--- src/design/mrt_region_ram.sv ---
// Simple dual-port synchronous RAM holding the region entries.
// One write and one registered read per cycle; no dependencies.
module mrt_region_ram #(
   parameter int WIDTH = 8,
   parameter int DEPTH = 64
) (
   input  logic                     clock,
   input  logic                     wr_en,
   input  logic [$clog2(DEPTH)-1:0] wr_addr,
   input  logic [WIDTH-1:0]         wr_data,
   input  logic                     rd_en,
   input  logic [$clog2(DEPTH)-1:0] rd_addr,
   output logic [WIDTH-1:0]         rd_data
);

   logic [WIDTH-1:0] mem [DEPTH];

   always_ff @(posedge clock) begin
      if (wr_en) begin
         mem[wr_addr] <= wr_data;
      end
   end

   always_ff @(posedge clock) begin
      if (rd_en) begin
         rd_data <= mem[rd_addr];
      end
   end

endmodule

--- config.mk ---
export PLATFORM = sky130hd
export DESIGN_NAME = mrt_region_ram
export DESIGN_NICKNAME = d
export VERILOG_FILES = /design/src/design/mrt_region_ram.sv
export SDC_FILE = /design/constraint.sdc
export NUM_CORES = 1
export LEC_CHECK = 0
export BUFFER_PORTS_ARGS = -buffer_cell sky130_fd_sc_hd__buf_2
export CORE_MARGIN = 2
export CORE_UTILIZATION = 45
export CTS_CLUSTER_SIZE = 8
export DETAILED_ROUTE_END_ITERATION = 16
export PLACE_DENSITY_LB_ADDON = 0.2
export SYNTH_ARGS = -nofsm -noshare
export SYNTH_HDL_FRONTEND = slang
export SYNTH_SLANG_ARGS = --single-unit
--- constraint.sdc ---
create_clock -name clock -period 3 [get_ports clock]
set_input_delay 0.6 -clock clock [delete_from_list [all_inputs] [get_ports clock]]
set_output_delay 0.6 -clock clock [all_outputs]
set_load 0.02 [all_outputs]
After elaboration in Yosys (flattened, before gate mapping)
Memory sizes are Yosys's and may differ from the RTL's. A register that Yosys moved wholly into a read port is not among the register bits.
Cells that the tools add are included.
- multiplexer cells: 2
- operators with widths (kind ; number):
    2-to-1 mux 1 bit ; 2
- memories kept: 1
- output and inout port bits: 8
- logic and storage cells: 3
- register bits: 0
- input port bits: 23
- memory bits (writable): 512
- memory list (name ; words ; width ; read ports ; clocked after memory_dff ; write ports ; line ; text):
    mem ; 64 ; 8 ; 1 ; 1 ; 1 ; 16 ; logic [WIDTH-1:0] mem [DEPTH];

Longest topological paths before layout
Gate-level depths: netlist (run 1).
- depth in word-level cells: 2
- depth in mapped cells: 9
- depth with buffers taken out: 5

Worst setup path before layout (run 1)
Ideal clock, no wire load.
- path kind: input to register
- from: input rd_addr[1]
- to: register rd_data[3], read port of mem, data pin
- data required time: 2.734 ns
- setup time: 0.266 ns
- buffers on the path: 3
- data arrival time: 2.140 ns
- cell stages on the path: 7
- setup slack: 0.594 ns
- cell sequence: buf_4 -> buf_2 -> buf_2 -> mux4_2 -> mux4_2 -> o21ai_1 -> o41ai_1
- RTL lines (what ; line ; text):
    start: declaration ; 12 ; input logic [$clog2(DEPTH)-1:0] rd_addr,
    end: declaration ; 13 ; output logic [WIDTH-1:0] rd_data

==> flow_summary_export.csv, run 1 <==
group,metric,value,unit
timing,finalSetupViolations,0,
placed_design,gpl.final_weighted_congestion,0.766,
cts,clock_sinks,520,
worst_setup_path,setup.reg_to_reg.worst_slack,870,ps
worst_setup_path,criticalPathCategory,"primary input to flop",
cts,clock_tree.buffer_depth,3,
logic_synthesis,asyncSetResetFlopFracSynth,0,%
worst_hold_path,hp-class,"primary input to flop",
run_status,status,"finished, final reports clean",
die,dieHeight,216,um
timing,final_period_minus_worst_setup_slack,2270,ps
cts,cts_tree,"built",
die,design.portCount,31,
worst_setup_path,timing.critical_path.from,"rd_addr[0]",
worst_setup_path,critical_path.startpoint_type,"primary input",
cts,post_cts.repair.setup_buffers,0,
grt,antenna_found_initial,4,
finish,final.fill_count,3397,
worst_setup_path,worst-path-max-fanout,16,
grt,global_route_wire_length_before_repair,67900,um
route,wl_per_cell,26.8,um
power_and_ir_drop,total_chip_power,16.1,mW
logic_synthesis,yosysWarningCount,0,
placed_design,port_buffers,30,
grt,grt_remaining_overflow,0,
timing,rsz0062_at_grt,"no",
timing,final_max_slew_viol_count,0,
worst_setup_path,worst_setup_path_endpoint,"rd_data[6]$_DFFE_PP_",
route,first_iter_violations,950,
finish,layout-drive-gt1-share,32.6,%
grt,grt_max_degree,65,
route,detail-route-antenna-nets,0,
logic_synthesis,synthesis.nets,963,
job,maxCapViolations,0,
worst_setup_path,reg2reg_to,"rd_data[6]$_DFFE_PP_",
timing,timing.clock.skew,12.4,ps
logic_synthesis,synth-edff-count,520,
worst_hold_path,hold_path.startpoint,"rd_en",
worst_setup_path,worst_ep_arrival_time,2570,ps
timing,relSlewSlack,41.6,%
worst_setup_path,cell_depth_of_the_worst_flop_to_flop_path,5,
route,wirelength,45700,um
route,drt_drc_violations_left,0,
grt,first_global_vias,10000,
worst_setup_path,worst_setup_path_end_kind,"flop",
die,total_die_area,0.0467,mm2
worst_setup_path,critical_path_rt,3300,ps
power_and_ir_drop,cellPowerDensity,678,mW/mm2
timing,final.hold.worst_slack,424,ps
cts,cts_max_level,3,
logic_synthesis,synth_area_per_cell,21.5,um2
route,routed_via_density,5.72,
cts,postCtsHoldBufs,0,
cts,cts_root_buf,"clkbuf_16",
logic_synthesis,yosysSeqAreaShare,77.1,%
logic_synthesis,post_synth_num_cell_types,39,
cts,cts.reportedPaths.clkPinSlew,50,ps
grt,track_usage,20.1,%
route,vias,9750,
power_and_ir_drop,worst_ir_drop_vdd,0.470,mV
finish,area_growth_syn_to_layout,17.4,%
timing,share_of_the_cycle_needed_by_the_critical_path_after_routing,75.7,%
die,start_util,45.7,%
placed_design,dp.final_hpwl,28800,um
die,standard_cell_row_count,77,
timing,fmax,440,MHz
worst_setup_path,r2r_start,"mem[29][6]$_DFFE_PP_",
logic_synthesis,yosys_most_used_dff,"edfxtp_1",
timing,hold_viol,0,
cts,clock_latency,570,ps
cts,post_cts_resized,0,
finish,final_net_count,1130,
timing,worst-slew-pin-transition,876,ps
die,die_x,216,um
timing,setup-tns-final,0,ps
finish,final_standard_cell_utilization_of_the_core,53.6,%
power_and_ir_drop,p_leak,7.68,nW
die,core_area,0.0443,mm2
logic_synthesis,synth.ff_latch_count,520,
route,detail_route.first_pass.iterations,6,
cts,cts-buffers-inserted,74,
logic_synthesis,syn-instance-count,940,
logic_synthesis,synthesized_cell_area,0.0202,mm2
cells by family (layout without fill, tap and decap cells):
logic type,after synthesis,in the layout,synth area share (%)
buffers and inverters,51,221,1.56
other,0,2,0
DFF,520,520,77.1
and+or+nand+nor,153,153,3.37
muxes,162,162,15.9
AOI/OAI and AO/OA,54,54,2.06
power by group:
part           internal, mW  total, mW  switching [mW]
sequential             8.08       8.10          0.0190
clock                  4.51       7.24            2.73
combinational         0.315      0.787           0.472
total                  12.9       16.1            3.22
Yosys cell counts, drive strengths merged (3+ instances only):
master / instances / area (um2)
a211oi: 4 / 30.0
a21oi: 3 / 15.0
a221oi: 6 / 52.6
a22oi: 3 / 22.5
buf: 34 / 253
clkbuf: 17 / 63.8
edfxtp: 520 / 15600
mux2: 13 / 146
mux2i: 23 / 230
mux4: 126 / 2840
nand2: 19 / 71.3
nand2b: 7 / 43.8
nand3: 13 / 65.1
nand3b: 3 / 22.5
nor2: 83 / 312
nor2b: 14 / 87.6
nor3: 7 / 35.0
o2111ai: 3 / 26.3
o21ai: 4 / 20.0
o221ai: 8 / 70.1
o22ai: 8 / 50.1
o2bb2ai: 3 / 26.3
placed cells by master, fill, tap and decap left out, types with 13 or more instances in the layout:
cell and instances:
clkbuf_16 78, nand2_1 19, nor2b_1 14, mux2i_1 23, mux2_2 13, buf_4 104
nand3_1 13, mux4_2 126, edfxtp_1 520, buf_2 27, nor2_1 83
layer usage:
metal  global-route usage, %  part of all wire (%)  up-vias  wire, um
met5                       0                 0.096        -        44
met4                    4.93                   1.4        6       638
met3                    4.62                   6.9       54      3140
met2                    31.6                    48      326     22100
met1                    28.9                    43     5124     19800
li1                        -                     -     4240         -
state kept, by name (all words and copies together) (netlist names):
register and count:
mem 512, rd_data 8
worst min-delay path by stage:
stage / cells past startpoint / slack [ps] / to
2_1_floorplan: 0 / 700 / mem[0][0]$_DFFE_PP_
3_3_place_gp: 3 / 890 / rd_data[4]$_DFFE_PP_
6_report: 1 / 420 / rd_data[0]$_DFFE_PP_
3_5_place_dp: 4 / 910 / rd_data[1]$_DFFE_PP_
5_1_grt: 1 / 400 / rd_data[2]$_DFFE_PP_
4_1_cts: 1 / 390 / rd_data[7]$_DFFE_PP_
area by class of cell:
type                    instances  area (um2)  share of cell area [%]
flip-flops and latches        520       15600                    65.7
multi-input cells             369        4320                    18.2
clock buffers                  78        1950                    8.21
repair buffers                142        1130                    4.75
well taps                     592         741                    3.12
clock inverters                 1        16.3                  0.0684
diodes                          2        5.00                  0.0211
worst max-delay path, cell delays in order:
cell and delay, ps:
clkbuf_8 200, buf_12 210, mux4_2 510, mux2_2 270
o221a_2 310, nor3_1 310, o32ai_1 150
through the flow:
stage                     cells  area (um2)  setup WS (ps)
after global routing       1702       23800            612
final                      1704       23800            729
after detailed placement   1623       21800            107
after floorplan             940       20200            594
after global placement     1623       21800            107
after CTS                  1702       23800            711
Note: power is estimated with default switching activity, not from simulation.
==> run 2: changes to the inputs <==
==> constraint.sdc (replaced) <==
create_clock -name clock -period 1.9 [get_ports clock]
set_input_delay 0.38 -clock clock [delete_from_list [all_inputs] [get_ports clock]]
set_output_delay 0.38 -clock clock [all_outputs]
set_load 0.02 [all_outputs]
==> run 2 against run 1 <==
  * Critical endpoint unchanged
  * Combinational power is 78% higher
  * Non-clock buffer count is 59 higher
  * Largest power group unchanged
  * The run now ends with setup timing left
  * Via count is 2.2% higher
==> flow_summary_export.csv, run 2 (synthesized netlist as in run 1, its figures left out) <==
group,metric,value,unit
grt,antenna_found_initial,2,
cts,cts-buffers-inserted,74,
grt,busiest_layer,"met2",
grt,track_usage,20.4,%
power_and_ir_drop,p_leak,8.04,nW
route,first_iter_violations,1040,
timing,setup-tns-final,-271,ps
worst_setup_path,worst_setup_path_end_kind,"flop",
finish,largest_register_ff_count,512,
die,start_util,45.7,%
finish,layout-drive-gt1-share,37.7,%
cts,clock_sinks,520,
route,detail_route.first_pass.iterations,5,
run_status,failed_checks,"setup timing",
finish,final.fill_count,3380,
cts,clock_latency,580,ps
finish,combined_area_of_the_multi_input_logic_cells,0.00445,mm2
worst_hold_path,hold_path.startpoint,"rd_en",
placed_design,dp.final_hpwl,29800,um
cts,cts_max_level,3,
run_status,status,"complete, but fails checks",
timing,hold_viol,0,
cts,cts.reportedPaths.clkPinSlew,50,ps
grt,first_global_vias,10300,
worst_setup_path,critical_path_rt,2210,ps
finish,antenna-diode-count,0,
route,drt_drc_violations_left,0,
placed_design,gpl.final_weighted_congestion,0.806,
timing,final_period_minus_worst_setup_slack,2000,ps
route,wirelength,46400,um
worst_setup_path,r2r_start,"mem[55][6]$_DFFE_PP_",
worst_setup_path,worst-path-max-fanout,1,
worst_setup_path,criticalPathCategory,"flop to flop",
finish,layout.cells.most_common_list,"edfxtp_1 (520), buf_4 (155), mux4_2 (126)",
grt,global_route.usage.met3,3.64,%
placed_design,dpl.cell_count,1683,
grt,global_route_wire_length_before_repair,68600,um
worst_setup_path,timing.critical_path.from,"mem[55][6]$_DFFE_PP_",
finish,largest_registers,"mem: 512 flops, rd_data: 8 flops",
route,wl_per_cell,26.3,um
finish,registers.top_by_ff_count,"mem",
worst_setup_path,worst_ep_arrival_time,2310,ps
cts,cts_tree,"built",
job,maxCapViolations,0,
grt,grt_use_met1,29.4,%
die,core_area,0.0443,mm2
placed_design,pre_cts_slack,-624,ps
timing,final.hold.worst_slack,219,ps
finish,area_growth_syn_to_layout,20.7,%
timing,fmax,501,MHz
placed_design,port_buffers,30,
die,dieHeight,216,um
worst_setup_path,critical_path.startpoint_type,"flop",
cts,postCtsHoldBufs,0,
grt,grt_max_degree,65,
power_and_ir_drop,cellPowerDensity,1050,mW/mm2
power_and_ir_drop,total_chip_power,25.6,mW
route,detail-route-antenna-nets,0,
cts,clock_tree.buffer_depth,3,
timing,timing.clock.skew,14.2,ps
power_and_ir_drop,worst_ir_drop_vdd,0.621,mV
worst_hold_path,hp-class,"primary input to flop",
route,routed_via_density,5.65,
die,total_die_area,0.0467,mm2
timing,worst-slew-pin-transition,737,ps
die,design.portCount,31,
timing,post-route-worst-setup-slack,-95.9,ps
placed_design,placed_cell_area,0.0223,mm2
finish,layoutNonFillerInstCount,1763,
finish,final_design_area_no_fill,0.0244,mm2
finish,most_common_library_cell_in_the_layout_ignoring_fill_and_taps,"edfxtp_1",
timing,rsz0062_at_grt,"yes",
cts,cts_root_buf,"clkbuf_16",
die,die_x,216,um
finish,register_area,0.0156,mm2
grt,global_route.usage.met2,32.3,%
finish,final_net_count,1189,
timing,share_of_the_cycle_needed_by_the_critical_path_after_routing,105,%
timing,finalSetupViolations,6,
route,vias,9960,
timing,relSlewSlack,50.9,%
grt,grt_remaining_overflow,0,
timing,final_max_slew_viol_count,0,
finish,final_standard_cell_utilization_of_the_core,55.1,%
die,standard_cell_row_count,77,
[run 2: cell count changes in the layout (fill, tap and decap cells not counted), moves of 3 or more]
cell	previous run	this run
o21ai_2	0	3
inv_6	0	3
a221oi_1	6	3
mux2_2	13	10
buf_4	104	155
buf_12	10	17
nor2_1	83	79
mux2_4	0	3
[run 2: power breakdown]
group | leakage [nW] | internal, mW | switching, mW
Clock | 0.967 | 7.02 | 4.39
Sequential | 4.69 | 12.8 | 0.0359
Combinational | 2.39 | 0.604 | 0.795
Total | 8.04 | 20.4 | 5.22
[run 2: final timing paths]
| kind | end | slack (ps) | cells after the start |
|---|---|---|---|
| setup / recovery | rd_data[6]$_DFFE_PP_ | -100 | 5 |
| hold / removal | rd_data[0]$_DFFE_PP_ | 220 | 1 |
| setup reg to reg | rd_data[6]$_DFFE_PP_ | -100 | 5 |
| hold reg to reg | rd_data[6]$_DFFE_PP_ | 870 | 3 |
[run 2: per-layer routing]
layer  up-vias  share of wire (%)
met5         -                  0
met4         0                1.9
met3        51                6.2
met2       316                 48
met1      5224                 44
li1       4369                  -
[run 2: final cells by class]
cell class	count	share of cell area, %
clock inverters	5	0.256
multi-input cells	369	18.2
well taps	592	3.03
repair buffers	201	6.81
flip-flops and latches	520	63.9
clock buffers	76	7.78
[run 2: repair_timing]
action	4_1_cts	5_1_grt
setup buffers	0	0
pin swaps	3	2
endpoints found under the setup margin	8	8
resized for setup	23	7
[run 2: worst max-delay path, cell delays in order (launching register included)]
cell and delay, ps:
edfxtp_1 360, mux4_2 530, mux4_2 540, nor2_2 120, buf_6 120, o32ai_2 60
